==> src/sv/vpf_pkg.sv <==
// Shared types and constants for the velocity PI loop.
// No dependencies; used by every module of the block but vpf_monitor.
`timescale 1ns / 1ps
`default_nettype none

package vpf_pkg;

    // Field and register widths.
    localparam int SPEED_W   = 16;
    localparam int ROLL_W    = 12;
    localparam int ERR_W     = 18;
    localparam int INTEG_W   = 16;
    localparam int GAIN_W    = 24;
    localparam int LIMIT_W   = 15;
    localparam int TILT_W    = 11;
    localparam int DRIVE_W   = 24;
    localparam int CFG_IDX_W = 2;
    localparam int CFG_DAT_W = 24;

    // Register indexes on the configuration port.
    localparam logic [CFG_IDX_W-1:0] CFG_PROP_GAIN      = 2'd0;
    localparam logic [CFG_IDX_W-1:0] CFG_INTEG_GAIN     = 2'd1;
    localparam logic [CFG_IDX_W-1:0] CFG_INTEGRAL_LIMIT = 2'd2;
    localparam logic [CFG_IDX_W-1:0] CFG_TILT_LIMIT     = 2'd3;

    // Register reset values.
    localparam logic [GAIN_W-1:0]  PROP_GAIN_RST      = 24'd209715;
    localparam logic [GAIN_W-1:0]  INTEG_GAIN_RST     = 24'd1049;
    localparam logic [LIMIT_W-1:0] INTEGRAL_LIMIT_RST = 15'd10000;
    localparam logic [TILT_W-1:0]  TILT_LIMIT_RST     = 11'd400;

    // Low-pass filter weights; they sum to 2^FILT_SHIFT.
    localparam int               FILT_SHIFT = 16;
    localparam logic [13:0]      FILT_NEW_W = 14'd13107;
    localparam logic [15:0]      FILT_OLD_W = 16'd52429;
    localparam int               FSUM_W     = 36;
    localparam logic [FSUM_W-1:0] FILT_ROUND = FSUM_W'((64'd1 << FILT_SHIFT) - 64'd1);

    // Gain fixed point and the width of the summed gain products.
    localparam int                GAIN_FRAC_BITS = 20;
    localparam int                PROD_W         = 44;
    localparam logic [PROD_W-1:0] GAIN_ROUND =
        PROD_W'((64'd1 << GAIN_FRAC_BITS) - 64'd1);

    // Queue between front and back.
    localparam int QUEUE_DEPTH = 2;
    localparam int QUEUE_PTR_W = 1;
    localparam int QUEUE_CNT_W = 2;

    // Configuration register file.
    typedef struct packed {
        logic [GAIN_W-1:0]  prop_gain;
        logic [GAIN_W-1:0]  integ_gain;
        logic [LIMIT_W-1:0] integral_limit;
        logic [TILT_W-1:0]  tilt_limit;
    } t_cfg;

    // One classified sample waiting for the back end.
    typedef struct packed {
        logic signed [ERR_W-1:0] err;
        logic                    roll_out;
    } t_job;

endpackage

`default_nettype wire

==> src/sv/velocity_pi_with_filtered_error.sv <==
// Top level of the velocity PI loop: configuration registers and wiring.
// Depends on vpf_pkg, vpf_front, vpf_fifo and vpf_back.
//
//   Channel   Direction  Handshake                  Payload
//   in        input      i_in_valid / o_in_stall    left, right, target speed, roll
//   out       output     o_out_valid / i_out_stall  drive_out
//   cfg       input      i_cfg_valid / o_cfg_ready  i_cfg_index, i_cfg_data
//
// The back end's sequencer works through each sample in steps (filter multiply,
// filter sum, integral clamp with the proportional product, integral product,
// output load) and, when busy, takes a sample only as it loads the last result.
// A two-entry queue takes samples while the sequencer is busy.
// Reset is synchronous and active low and clears the loop state to zero.
// A stalled result holds in the output register; the sequencer waits for it.
`timescale 1ns / 1ps
`default_nettype none

module velocity_pi_with_filtered_error (
    input  wire logic                                   i_clk,
    input  wire logic                                   i_rst_n,
    input  wire logic                                   i_in_valid,
    output logic                                        o_in_stall,
    input  wire logic signed [vpf_pkg::SPEED_W-1:0]     i_left_speed,
    input  wire logic signed [vpf_pkg::SPEED_W-1:0]     i_right_speed,
    input  wire logic signed [vpf_pkg::SPEED_W-1:0]     i_target_speed,
    input  wire logic signed [vpf_pkg::ROLL_W-1:0]      i_roll_tenths,
    output logic                                        o_out_valid,
    input  wire logic                                   i_out_stall,
    output logic signed [vpf_pkg::DRIVE_W-1:0]          o_drive_out,
    input  wire logic                                   i_cfg_valid,
    output logic                                        o_cfg_ready,
    input  wire logic        [vpf_pkg::CFG_IDX_W-1:0]   i_cfg_index,
    input  wire logic        [vpf_pkg::CFG_DAT_W-1:0]   i_cfg_data
);

    vpf_pkg::t_cfg r_cfg;
    vpf_pkg::t_job w_front_job;
    vpf_pkg::t_job w_head_job;
    logic          w_push;
    logic          w_pop;
    logic          w_full;
    logic          w_head_valid;

    assign o_cfg_ready = 1'b1;

    // Configuration register file; each write is masked to its register width.
    always_ff @(posedge i_clk) begin
        if (!i_rst_n) begin
            r_cfg.prop_gain      <= vpf_pkg::PROP_GAIN_RST;
            r_cfg.integ_gain     <= vpf_pkg::INTEG_GAIN_RST;
            r_cfg.integral_limit <= vpf_pkg::INTEGRAL_LIMIT_RST;
            r_cfg.tilt_limit     <= vpf_pkg::TILT_LIMIT_RST;
        end else if (i_cfg_valid && o_cfg_ready) begin
            unique case (i_cfg_index)
                vpf_pkg::CFG_PROP_GAIN: begin
                    r_cfg.prop_gain <= i_cfg_data[vpf_pkg::GAIN_W-1:0];
                end
                vpf_pkg::CFG_INTEG_GAIN: begin
                    r_cfg.integ_gain <= i_cfg_data[vpf_pkg::GAIN_W-1:0];
                end
                vpf_pkg::CFG_INTEGRAL_LIMIT: begin
                    r_cfg.integral_limit <= i_cfg_data[vpf_pkg::LIMIT_W-1:0];
                end
                vpf_pkg::CFG_TILT_LIMIT: begin
                    r_cfg.tilt_limit <= i_cfg_data[vpf_pkg::TILT_W-1:0];
                end
            endcase
        end
    end

    // Front end classifies each sample.
    vpf_front u_front (
        .i_in_valid     (i_in_valid),
        .i_left_speed   (i_left_speed),
        .i_right_speed  (i_right_speed),
        .i_target_speed (i_target_speed),
        .i_roll_tenths  (i_roll_tenths),
        .i_tilt_limit   (r_cfg.tilt_limit),
        .i_queue_full   (w_full),
        .o_in_stall     (o_in_stall),
        .o_push         (w_push),
        .o_job          (w_front_job)
    );

    // Queue decouples the front from the sequencer.
    vpf_fifo u_fifo (
        .i_clk   (i_clk),
        .i_rst_n (i_rst_n),
        .i_push  (w_push),
        .i_job   (w_front_job),
        .i_pop   (w_pop),
        .o_full  (w_full),
        .o_valid (w_head_valid),
        .o_job   (w_head_job)
    );

    // Back end runs the loop arithmetic.
    vpf_back u_back (
        .i_clk       (i_clk),
        .i_rst_n     (i_rst_n),
        .i_cfg       (r_cfg),
        .i_job_valid (w_head_valid),
        .i_job       (w_head_job),
        .o_pop       (w_pop),
        .o_out_valid (o_out_valid),
        .i_out_stall (i_out_stall),
        .o_drive_out (o_drive_out)
    );

endmodule

`default_nettype wire

==> src/sv/vpf_front.sv <==
// Front end: accepts samples, forms the speed error and the tilt flag.
// Depends on vpf_pkg; feeds vpf_fifo.
`timescale 1ns / 1ps
`default_nettype none

module vpf_front (
    input  wire logic                                    i_in_valid,
    input  wire logic signed [vpf_pkg::SPEED_W-1:0]      i_left_speed,
    input  wire logic signed [vpf_pkg::SPEED_W-1:0]      i_right_speed,
    input  wire logic signed [vpf_pkg::SPEED_W-1:0]      i_target_speed,
    input  wire logic signed [vpf_pkg::ROLL_W-1:0]       i_roll_tenths,
    input  wire logic        [vpf_pkg::TILT_W-1:0]       i_tilt_limit,
    input  wire logic                                    i_queue_full,
    output logic                                         o_in_stall,
    output logic                                         o_push,
    output vpf_pkg::t_job                                o_job
);

    logic signed [vpf_pkg::ROLL_W:0] w_roll;
    logic signed [vpf_pkg::ROLL_W:0] w_lim_pos;
    logic signed [vpf_pkg::ROLL_W:0] w_lim_neg;

    // Error is left plus right minus target, kept at full precision.
    // Roll outside the symmetric tilt window clears the integral later.
    always_comb begin
        o_job.err = vpf_pkg::ERR_W'(i_left_speed) + vpf_pkg::ERR_W'(i_right_speed)
                  - vpf_pkg::ERR_W'(i_target_speed);
        w_roll         = {i_roll_tenths[vpf_pkg::ROLL_W-1], i_roll_tenths};
        w_lim_pos      = $signed({2'b00, i_tilt_limit});
        w_lim_neg      = -w_lim_pos;
        o_job.roll_out = (w_roll > w_lim_pos) || (w_roll < w_lim_neg);
    end

    // A valid sample transfers whenever the queue has room.
    assign o_in_stall = i_queue_full;
    assign o_push     = i_in_valid && !i_queue_full;

endmodule

`default_nettype wire

==> src/sv/vpf_fifo.sv <==
// Short queue of classified samples between front and back.
// Depends on vpf_pkg for the entry type and depth.
`timescale 1ns / 1ps
`default_nettype none

module vpf_fifo (
    input  wire logic          i_clk,
    input  wire logic          i_rst_n,
    input  wire logic          i_push,
    input  wire vpf_pkg::t_job i_job,
    input  wire logic          i_pop,
    output logic               o_full,
    output logic               o_valid,
    output vpf_pkg::t_job      o_job
);

    vpf_pkg::t_job                       r_mem [vpf_pkg::QUEUE_DEPTH];
    logic [vpf_pkg::QUEUE_PTR_W-1:0]     r_wr_ptr;
    logic [vpf_pkg::QUEUE_PTR_W-1:0]     r_rd_ptr;
    logic [vpf_pkg::QUEUE_CNT_W-1:0]     r_count;
    logic [vpf_pkg::QUEUE_CNT_W-1:0]     n_count;

    assign o_full  = (r_count == vpf_pkg::QUEUE_CNT_W'(vpf_pkg::QUEUE_DEPTH));
    assign o_valid = (r_count != '0);
    assign o_job   = r_mem[r_rd_ptr];

    // Occupancy follows pushes and pops.
    always_comb begin
        n_count = r_count;
        if (i_push && !(i_pop && o_valid)) begin
            n_count = r_count + 1'b1;
        end else if (!i_push && i_pop && o_valid) begin
            n_count = r_count - 1'b1;
        end
    end

    // Pointers and count.
    always_ff @(posedge i_clk) begin
        if (!i_rst_n) begin
            r_wr_ptr <= '0;
            r_rd_ptr <= '0;
            r_count  <= '0;
        end else begin
            r_count <= n_count;
            if (i_push) begin
                r_wr_ptr <= r_wr_ptr + 1'b1;
            end
            if (i_pop && o_valid) begin
                r_rd_ptr <= r_rd_ptr + 1'b1;
            end
        end
    end

    // Entry storage.
    always_ff @(posedge i_clk) begin
        if (i_push) begin
            r_mem[r_wr_ptr] <= i_job;
        end
    end

endmodule

`default_nettype wire

==> src/sv/vpf_back.sv <==
// Back end: filter, clamped integral, gain products and the output register.
// Depends on vpf_pkg; pops samples from vpf_fifo.
`timescale 1ns / 1ps
`default_nettype none

module vpf_back (
    input  wire logic                                   i_clk,
    input  wire logic                                   i_rst_n,
    input  wire vpf_pkg::t_cfg                          i_cfg,
    input  wire logic                                   i_job_valid,
    input  wire vpf_pkg::t_job                          i_job,
    output logic                                        o_pop,
    output logic                                        o_out_valid,
    input  wire logic                                   i_out_stall,
    output logic signed [vpf_pkg::DRIVE_W-1:0]          o_drive_out
);

    localparam logic [2:0] ST_IDLE  = 3'd0;
    localparam logic [2:0] ST_FILT  = 3'd1;
    localparam logic [2:0] ST_INTEG = 3'd2;
    localparam logic [2:0] ST_IGAIN = 3'd3;
    localparam logic [2:0] ST_SUM   = 3'd4;

    localparam logic signed [vpf_pkg::PROD_W-1:0] DRIVE_MAX =
        vpf_pkg::PROD_W'(64'sd8388607);
    localparam logic signed [vpf_pkg::PROD_W-1:0] DRIVE_MIN =
        vpf_pkg::PROD_W'(-64'sd8388608);

    logic [2:0]                                r_state;
    logic [2:0]                                n_state;
    logic                                      r_out_valid;
    logic                                      n_out_valid;
    logic signed [vpf_pkg::ERR_W-1:0]          r_filt;
    logic signed [vpf_pkg::INTEG_W-1:0]        r_integ;
    logic signed [vpf_pkg::INTEG_W-1:0]        r_ival;
    logic                                      r_roll_out;
    logic signed [32:0]                        r_p_new;
    logic signed [34:0]                        r_p_old;
    logic signed [42:0]                        r_pprod;
    logic signed [40:0]                        r_iprod;
    logic signed [vpf_pkg::DRIVE_W-1:0]        r_drive;

    logic                                      w_out_free;
    logic                                      w_take;
    logic                                      w_load_out;
    logic signed [32:0]                        w_p_new;
    logic signed [34:0]                        w_p_old;
    logic signed [vpf_pkg::FSUM_W-1:0]         w_fsum;
    logic signed [vpf_pkg::FSUM_W-1:0]         w_fbias;
    logic signed [vpf_pkg::ERR_W-1:0]          w_filt;
    logic signed [vpf_pkg::ERR_W:0]            w_isum;
    logic signed [vpf_pkg::ERR_W:0]            w_lim_pos;
    logic signed [vpf_pkg::ERR_W:0]            w_lim_neg;
    logic signed [vpf_pkg::INTEG_W-1:0]        w_iclamp;
    logic signed [vpf_pkg::PROD_W-1:0]         w_total;
    logic signed [vpf_pkg::PROD_W-1:0]         w_tbias;
    logic signed [vpf_pkg::PROD_W-1:0]         w_shift;
    logic signed [vpf_pkg::DRIVE_W-1:0]        w_drive;

    // The output register frees up when its result transfers.
    assign w_out_free  = !r_out_valid || !i_out_stall;
    assign w_load_out  = (r_state == ST_SUM) && w_out_free;
    assign w_take      = i_job_valid
                       && ((r_state == ST_IDLE) || w_load_out);
    assign o_pop       = w_take;
    assign o_out_valid = r_out_valid;
    assign o_drive_out = r_drive;

    // Filter weight products for the sample at the queue head.
    always_comb begin
        w_p_new = $signed({1'b0, vpf_pkg::FILT_NEW_W}) * i_job.err;
        w_p_old = $signed({1'b0, vpf_pkg::FILT_OLD_W}) * r_filt;
    end

    // Weighted sum divided by 2^16, truncating toward zero.
    always_comb begin
        w_fsum  = vpf_pkg::FSUM_W'(r_p_new) + vpf_pkg::FSUM_W'(r_p_old);
        w_fbias = w_fsum + (w_fsum[vpf_pkg::FSUM_W-1] ? vpf_pkg::FILT_ROUND : '0);
        w_filt  = w_fbias[vpf_pkg::FILT_SHIFT +: vpf_pkg::ERR_W];
    end

    // Integral plus filtered error, clamped to the symmetric limit.
    always_comb begin
        w_isum    = (vpf_pkg::ERR_W+1)'(r_integ) + (vpf_pkg::ERR_W+1)'(r_filt);
        w_lim_pos = $signed({4'b0000, i_cfg.integral_limit});
        w_lim_neg = -w_lim_pos;
        priority if (w_isum > w_lim_pos) begin
            w_iclamp = w_lim_pos[vpf_pkg::INTEG_W-1:0];
        end else if (w_isum < w_lim_neg) begin
            w_iclamp = w_lim_neg[vpf_pkg::INTEG_W-1:0];
        end else begin
            w_iclamp = w_isum[vpf_pkg::INTEG_W-1:0];
        end
    end

    // Drive: gain products summed, truncated toward zero, then saturated.
    always_comb begin
        w_total = vpf_pkg::PROD_W'(r_pprod) + vpf_pkg::PROD_W'(r_iprod);
        w_tbias = w_total + (w_total[vpf_pkg::PROD_W-1] ? vpf_pkg::GAIN_ROUND : '0);
        w_shift = w_tbias >>> vpf_pkg::GAIN_FRAC_BITS;
        priority if (w_shift > DRIVE_MAX) begin
            w_drive = DRIVE_MAX[vpf_pkg::DRIVE_W-1:0];
        end else if (w_shift < DRIVE_MIN) begin
            w_drive = DRIVE_MIN[vpf_pkg::DRIVE_W-1:0];
        end else begin
            w_drive = w_shift[vpf_pkg::DRIVE_W-1:0];
        end
    end

    // Sequencer: each sample passes through FILT, INTEG, IGAIN and SUM.
    always_comb begin
        n_state     = r_state;
        n_out_valid = r_out_valid && i_out_stall;
        unique case (r_state)
            ST_IDLE: begin
                if (w_take) begin
                    n_state = ST_FILT;
                end
            end
            ST_FILT:  n_state = ST_INTEG;
            ST_INTEG: n_state = ST_IGAIN;
            ST_IGAIN: n_state = ST_SUM;
            ST_SUM: begin
                if (w_out_free) begin
                    n_out_valid = 1'b1;
                    n_state     = w_take ? ST_FILT : ST_IDLE;
                end
            end
            default:  n_state = ST_IDLE;
        endcase
    end

    // Control state and the loop state.
    always_ff @(posedge i_clk) begin
        if (!i_rst_n) begin
            r_state     <= ST_IDLE;
            r_out_valid <= 1'b0;
            r_filt      <= '0;
            r_integ     <= '0;
        end else begin
            r_state     <= n_state;
            r_out_valid <= n_out_valid;
            if (r_state == ST_FILT) begin
                r_filt <= w_filt;
            end
            // The tilt check follows the drive, so it only affects the next sample.
            if (r_state == ST_INTEG) begin
                r_integ <= r_roll_out ? '0 : w_iclamp;
            end
        end
    end

    // Datapath registers.
    always_ff @(posedge i_clk) begin
        if (w_take) begin
            r_p_new    <= w_p_new;
            r_p_old    <= w_p_old;
            r_roll_out <= i_job.roll_out;
        end
        if (r_state == ST_INTEG) begin
            r_ival  <= w_iclamp;
            r_pprod <= $signed({1'b0, i_cfg.prop_gain}) * r_filt;
        end
        if (r_state == ST_IGAIN) begin
            r_iprod <= $signed({1'b0, i_cfg.integ_gain}) * r_ival;
        end
        if (w_load_out) begin
            r_drive <= w_drive;
        end
    end

endmodule

`default_nettype wire

==> config.mk <==
export PLATFORM = sky130hd
export DESIGN_NAME = velocity_pi_with_filtered_error
export DESIGN_NICKNAME = d
export VERILOG_FILES = /design/src/sv/vpf_pkg.sv /design/src/sv/velocity_pi_with_filtered_error.sv /design/src/sv/vpf_front.sv /design/src/sv/vpf_fifo.sv /design/src/sv/vpf_back.sv
export SDC_FILE = /design/constraint.sdc
export NUM_CORES = 2
export LEC_CHECK = 0
export ABC_AREA = 0
export BUFFER_PORTS_ARGS = -buffer_cell sky130_fd_sc_hd__clkbuf_2
export CORE_ASPECT_RATIO = 0.5
export CORE_MARGIN = 3
export CORE_UTILIZATION = 60
export DETAILED_ROUTE_END_ITERATION = 7
export GPL_TIMING_DRIVEN = 0
export HOLD_SLACK_MARGIN = 0.06
export PLACE_DENSITY = 0.84
export SLEW_MARGIN = 20
export SYNTH_ARGS = -nofsm -noshare
export SYNTH_HDL_FRONTEND = slang
export SYNTH_SLANG_ARGS = --single-unit
==> constraint.sdc <==
create_clock -name i_clk -period 7.3 [get_ports i_clk]
set_clock_uncertainty 0.15 [all_clocks]
set_input_delay 1.825 -clock i_clk [delete_from_list [all_inputs] [get_ports i_clk]]
set_output_delay 1.825 -clock i_clk [all_outputs]
set_load 0.005 [all_outputs]
==> metrics.cfg <==
[hold_path]
hold_path_class=register to register
holdPathEnd=r_cfg[18]
holdCritStartpoint=r_cfg[18]
worstHoldPathCells=2

[detailed_routing]
via_per_inst=5.79
wl_per_cell_um=19.2
vias=45500
initialDrtViolationCount=3907
drc=0
ant_nets=0
drt-total-wl_um=151000
firstDrtPassIters=5

[flow_run]
maxCapViolCount=0

[finish]
final_nets=8222
seqCellArea_um2=9430
post-route-util=0.661
fin_area_um2=63300
area_delta_synth_final_pct=8.64
fill_cells=7127
mostFrequentLayoutCell=inv_1
multi_input_area_um2=43900
final_cell_mix=1240 x inv_1, 878 x fa_1, 822 x nand2_1, 681 x ha_1, 276 x a21oi_1
drive_gt1_frac=0.0802

[clock_tree]
htree_levels=2
cts_buffers=37
cts_buffer_depth=3
clk_latency_ns=0.59
clk_pin_slew_ns=0.07
cts_tree=built
root_buffer=clkbuf_16
clock-sinks=348
hold_buffers=0

[sta]
drv_slew=0
fin_crit_ns=7.28
tightest_slew_ns=0.955
max_freq_mhz=137
finalCritPeriodShare=0.997
rsz0062_at_grt=yes
setup_viol=0
hold_viol=0
slew_headroom=0.364

[critical_path]
path_max_fanout=10
r2r_slack_ns=0.02
end_kind=register
crit_top_cell=fa_1
worstRegToRegCells=24
crit_type=register to register
arrival_ns=7.44
cpPeakStageDelay_ns=0.58
crit_path_start_kind=register
worstReg2RegEnd=u_back.r_pprod[42]
r2r-start=u_back.r_filt[6]
slowest_stage=fa_1
worstPathCellList=clkbuf_8 > clkbuf_4 > nand2_1 > fa_1 > inv_1 > fa_1 > fa_1 > fa_1 > fa_1 > inv_1 > fa_1 > inv_1 > ha_1 > a2111oi_1 > o21ai_1 > a21oi_1 > a22o_4 > o21ai_4 > a2bb2oi_4 > o221ai_1 > a21o_1 > o2111ai_2 > a21oi_1 > xnor2_2
required_ns=7.46

[place]
dpl_cell_area_um2=60600
portBuffers=114
gp_congestion=0.995
dp_hpwl_um=123000

[yosys]
synth_seq_cells=348
synth_top_family_by_area=adder cells
synth_area_leader_cell=fa_1
synth_area_leaders=fa_1 30%, ha_1 15%, edfxtp_1 12%
async_flop_share=0
synthAdderAreaFrac=0.452
syn_area_per_cell_um2=9.14
synth_xor_area_frac=0.0471
syn_area_um2=58200
ys_seq_area_frac=0.159
synth_fp_nets=8036
yosys_warnings=0
synth_compound_area_frac=0.102
syn_inst=6372
ys.flop_type=edfxtp_1
ys_types=86
synthMuxAreaShare=0.00619
yosysTopAreaCellShare=0.302
synth-edff-count=231
synthSimpleGateAreaFrac=0.138

[status]
status=finished clean

[global_route]
grt_max_degree=48
grt.total_usage=0.303
overflow=0
antenna_found_initial=4
grt_pass1_vias=46600
grt_pass1_wl_um=241000

[floorplanning]
std_cell_rows=80
coreArea_um2=95800
io_pins=118
fp.dieW_um=447
die_y_um=226
initial_core_util=0.608
dieArea_um2=101000

registers in the layout, summed over array words and instances, names as in the netlist, named ones only:
register            count
u_back.r_p_new         33
u_back.r_state          3
u_back.o_out_valid      1
u_fifo.r_rd_ptr         1
u_fifo.r_mem           38
u_back.r_pprod         43
u_fifo.r_count          2
u_back.o_drive_out     24
u_back.r_roll_out       1
u_back.r_p_old         35
r_cfg                  74
u_back.r_filt          18
u_back.r_iprod         41
u_back.r_ival          16
u_back.r_integ         16
u_fifo.r_wr_ptr         1
routing by layer:
| layer | GRT usage | up-vias | share of wire |
|---|---|---|---|
| li1 | - | 20800 | - |
| met1 | 0.383 | 22100 | 0.39 |
| met2 | 0.496 | 2182 | 0.46 |
| met3 | 0.0660 | 497 | 0.096 |
| met4 | 0.154 | 4 | 0.057 |
| met5 | 0 | - | 0.00018 |
Yosys cell counts (all sizes together) (27+ instances only):
cell    instances
clkbuf        224
and2          274
xnor2         211
a211oi         41
nand2         822
ha            693
a21o          124
nor2          218
fa            880
edfxtp        231
mux2i          27
nand4          39
and3           34
nand3          88
dfxtp         117
nand2b         64
nor2b          36
inv          1242
xor2          102
a21oi         283
o211ai         39
o21a           67
nor3           60
o21ai         157
layout make-up:
cell class | count | share of cell area
Antenna cell | 2 | 0.0000791
Timing Repair Buffer | 175 | 0.0177
Inverter | 1243 | 0.0739
Tap cell | 1271 | 0.0251
Clock buffer | 46 | 0.0163
Clock inverter | 20 | 0.00279
Sequential cell | 348 | 0.149
Multi-Input combinational cell | 4542 | 0.694
Buffer | 211 | 0.0211
worst max-delay path by stage:
stage / cells after the start / startpoint / slack (ns) / endpoint
after detailed placement: 25 / u_back.r_filt[17] / -1.55 / u_back.r_pprod[42]
after global routing: 24 / u_back.r_filt[6] / -0.14 / u_back.r_pprod[42]
after CTS: 25 / u_back.r_filt[8] / -0.09 / u_back.r_pprod[42]
final: 24 / u_back.r_filt[6] / 0.02 / u_back.r_pprod[42]
after floorplan: 25 / u_back.r_filt[17] / 0.05 / u_back.r_pprod[42]
after global placement: 5 / u_back.r_state[1] / -2.09 / u_back.r_integ[10]
kinds of logic after synthesis:
| family | after synthesis |
|---|---|
| AO/OA/AOI/OAI | 907 |
| XOR/XNOR | 313 |
| adder cells (fa/ha/maj) | 1575 |
| buffers and inverters | 1482 |
| flip-flops | 348 |
| multiplexers | 35 |
| other | 1 |
| AND/OR/NAND/NOR | 1711 |
metrics by stage:
| stage | TNS [ns] | cells | hold WS (ns) | setup slack [ns] |
|---|---|---|---|---|
| 6_report | 0 | 7858 | 0.329 | 0.0216 |
| 5_1_grt | -0.334 | 7858 | 0.341 | -0.144 |
| 4_1_cts | -0.0854 | 7823 | 0.327 | -0.0854 |
| 3_5_place_dp | -30.50 | 7767 | 0.312 | -1.55 |
| 3_3_place_gp | -117.57 | 7757 | 0.297 | -2.09 |
| 2_1_floorplan | 0 | 6372 | 0.286 | 0.0502 |
what timing repair did:
action                     in CTS  in global routing
setup endpoints to repair      47                 40
gates resized for setup       265                231
buffers inserted               11                 40
pin swaps                       5                 29
critical path, delay by kind of cell, from the launching register on:
kind	cells	cell delay [ns]
AO/OA/AOI/OAI	10	2.24
XOR/XNOR	1	0.15
adder cells (fa/ha/maj)	7	3.38
buffers and inverters	5	0.60
flip-flops	1	0.37
AND/OR/NAND/NOR	1	0.10
Power is left out: the tool's default activity adds up to more than one toggle a clock period on the data nets, which glitch-free logic cannot reach.
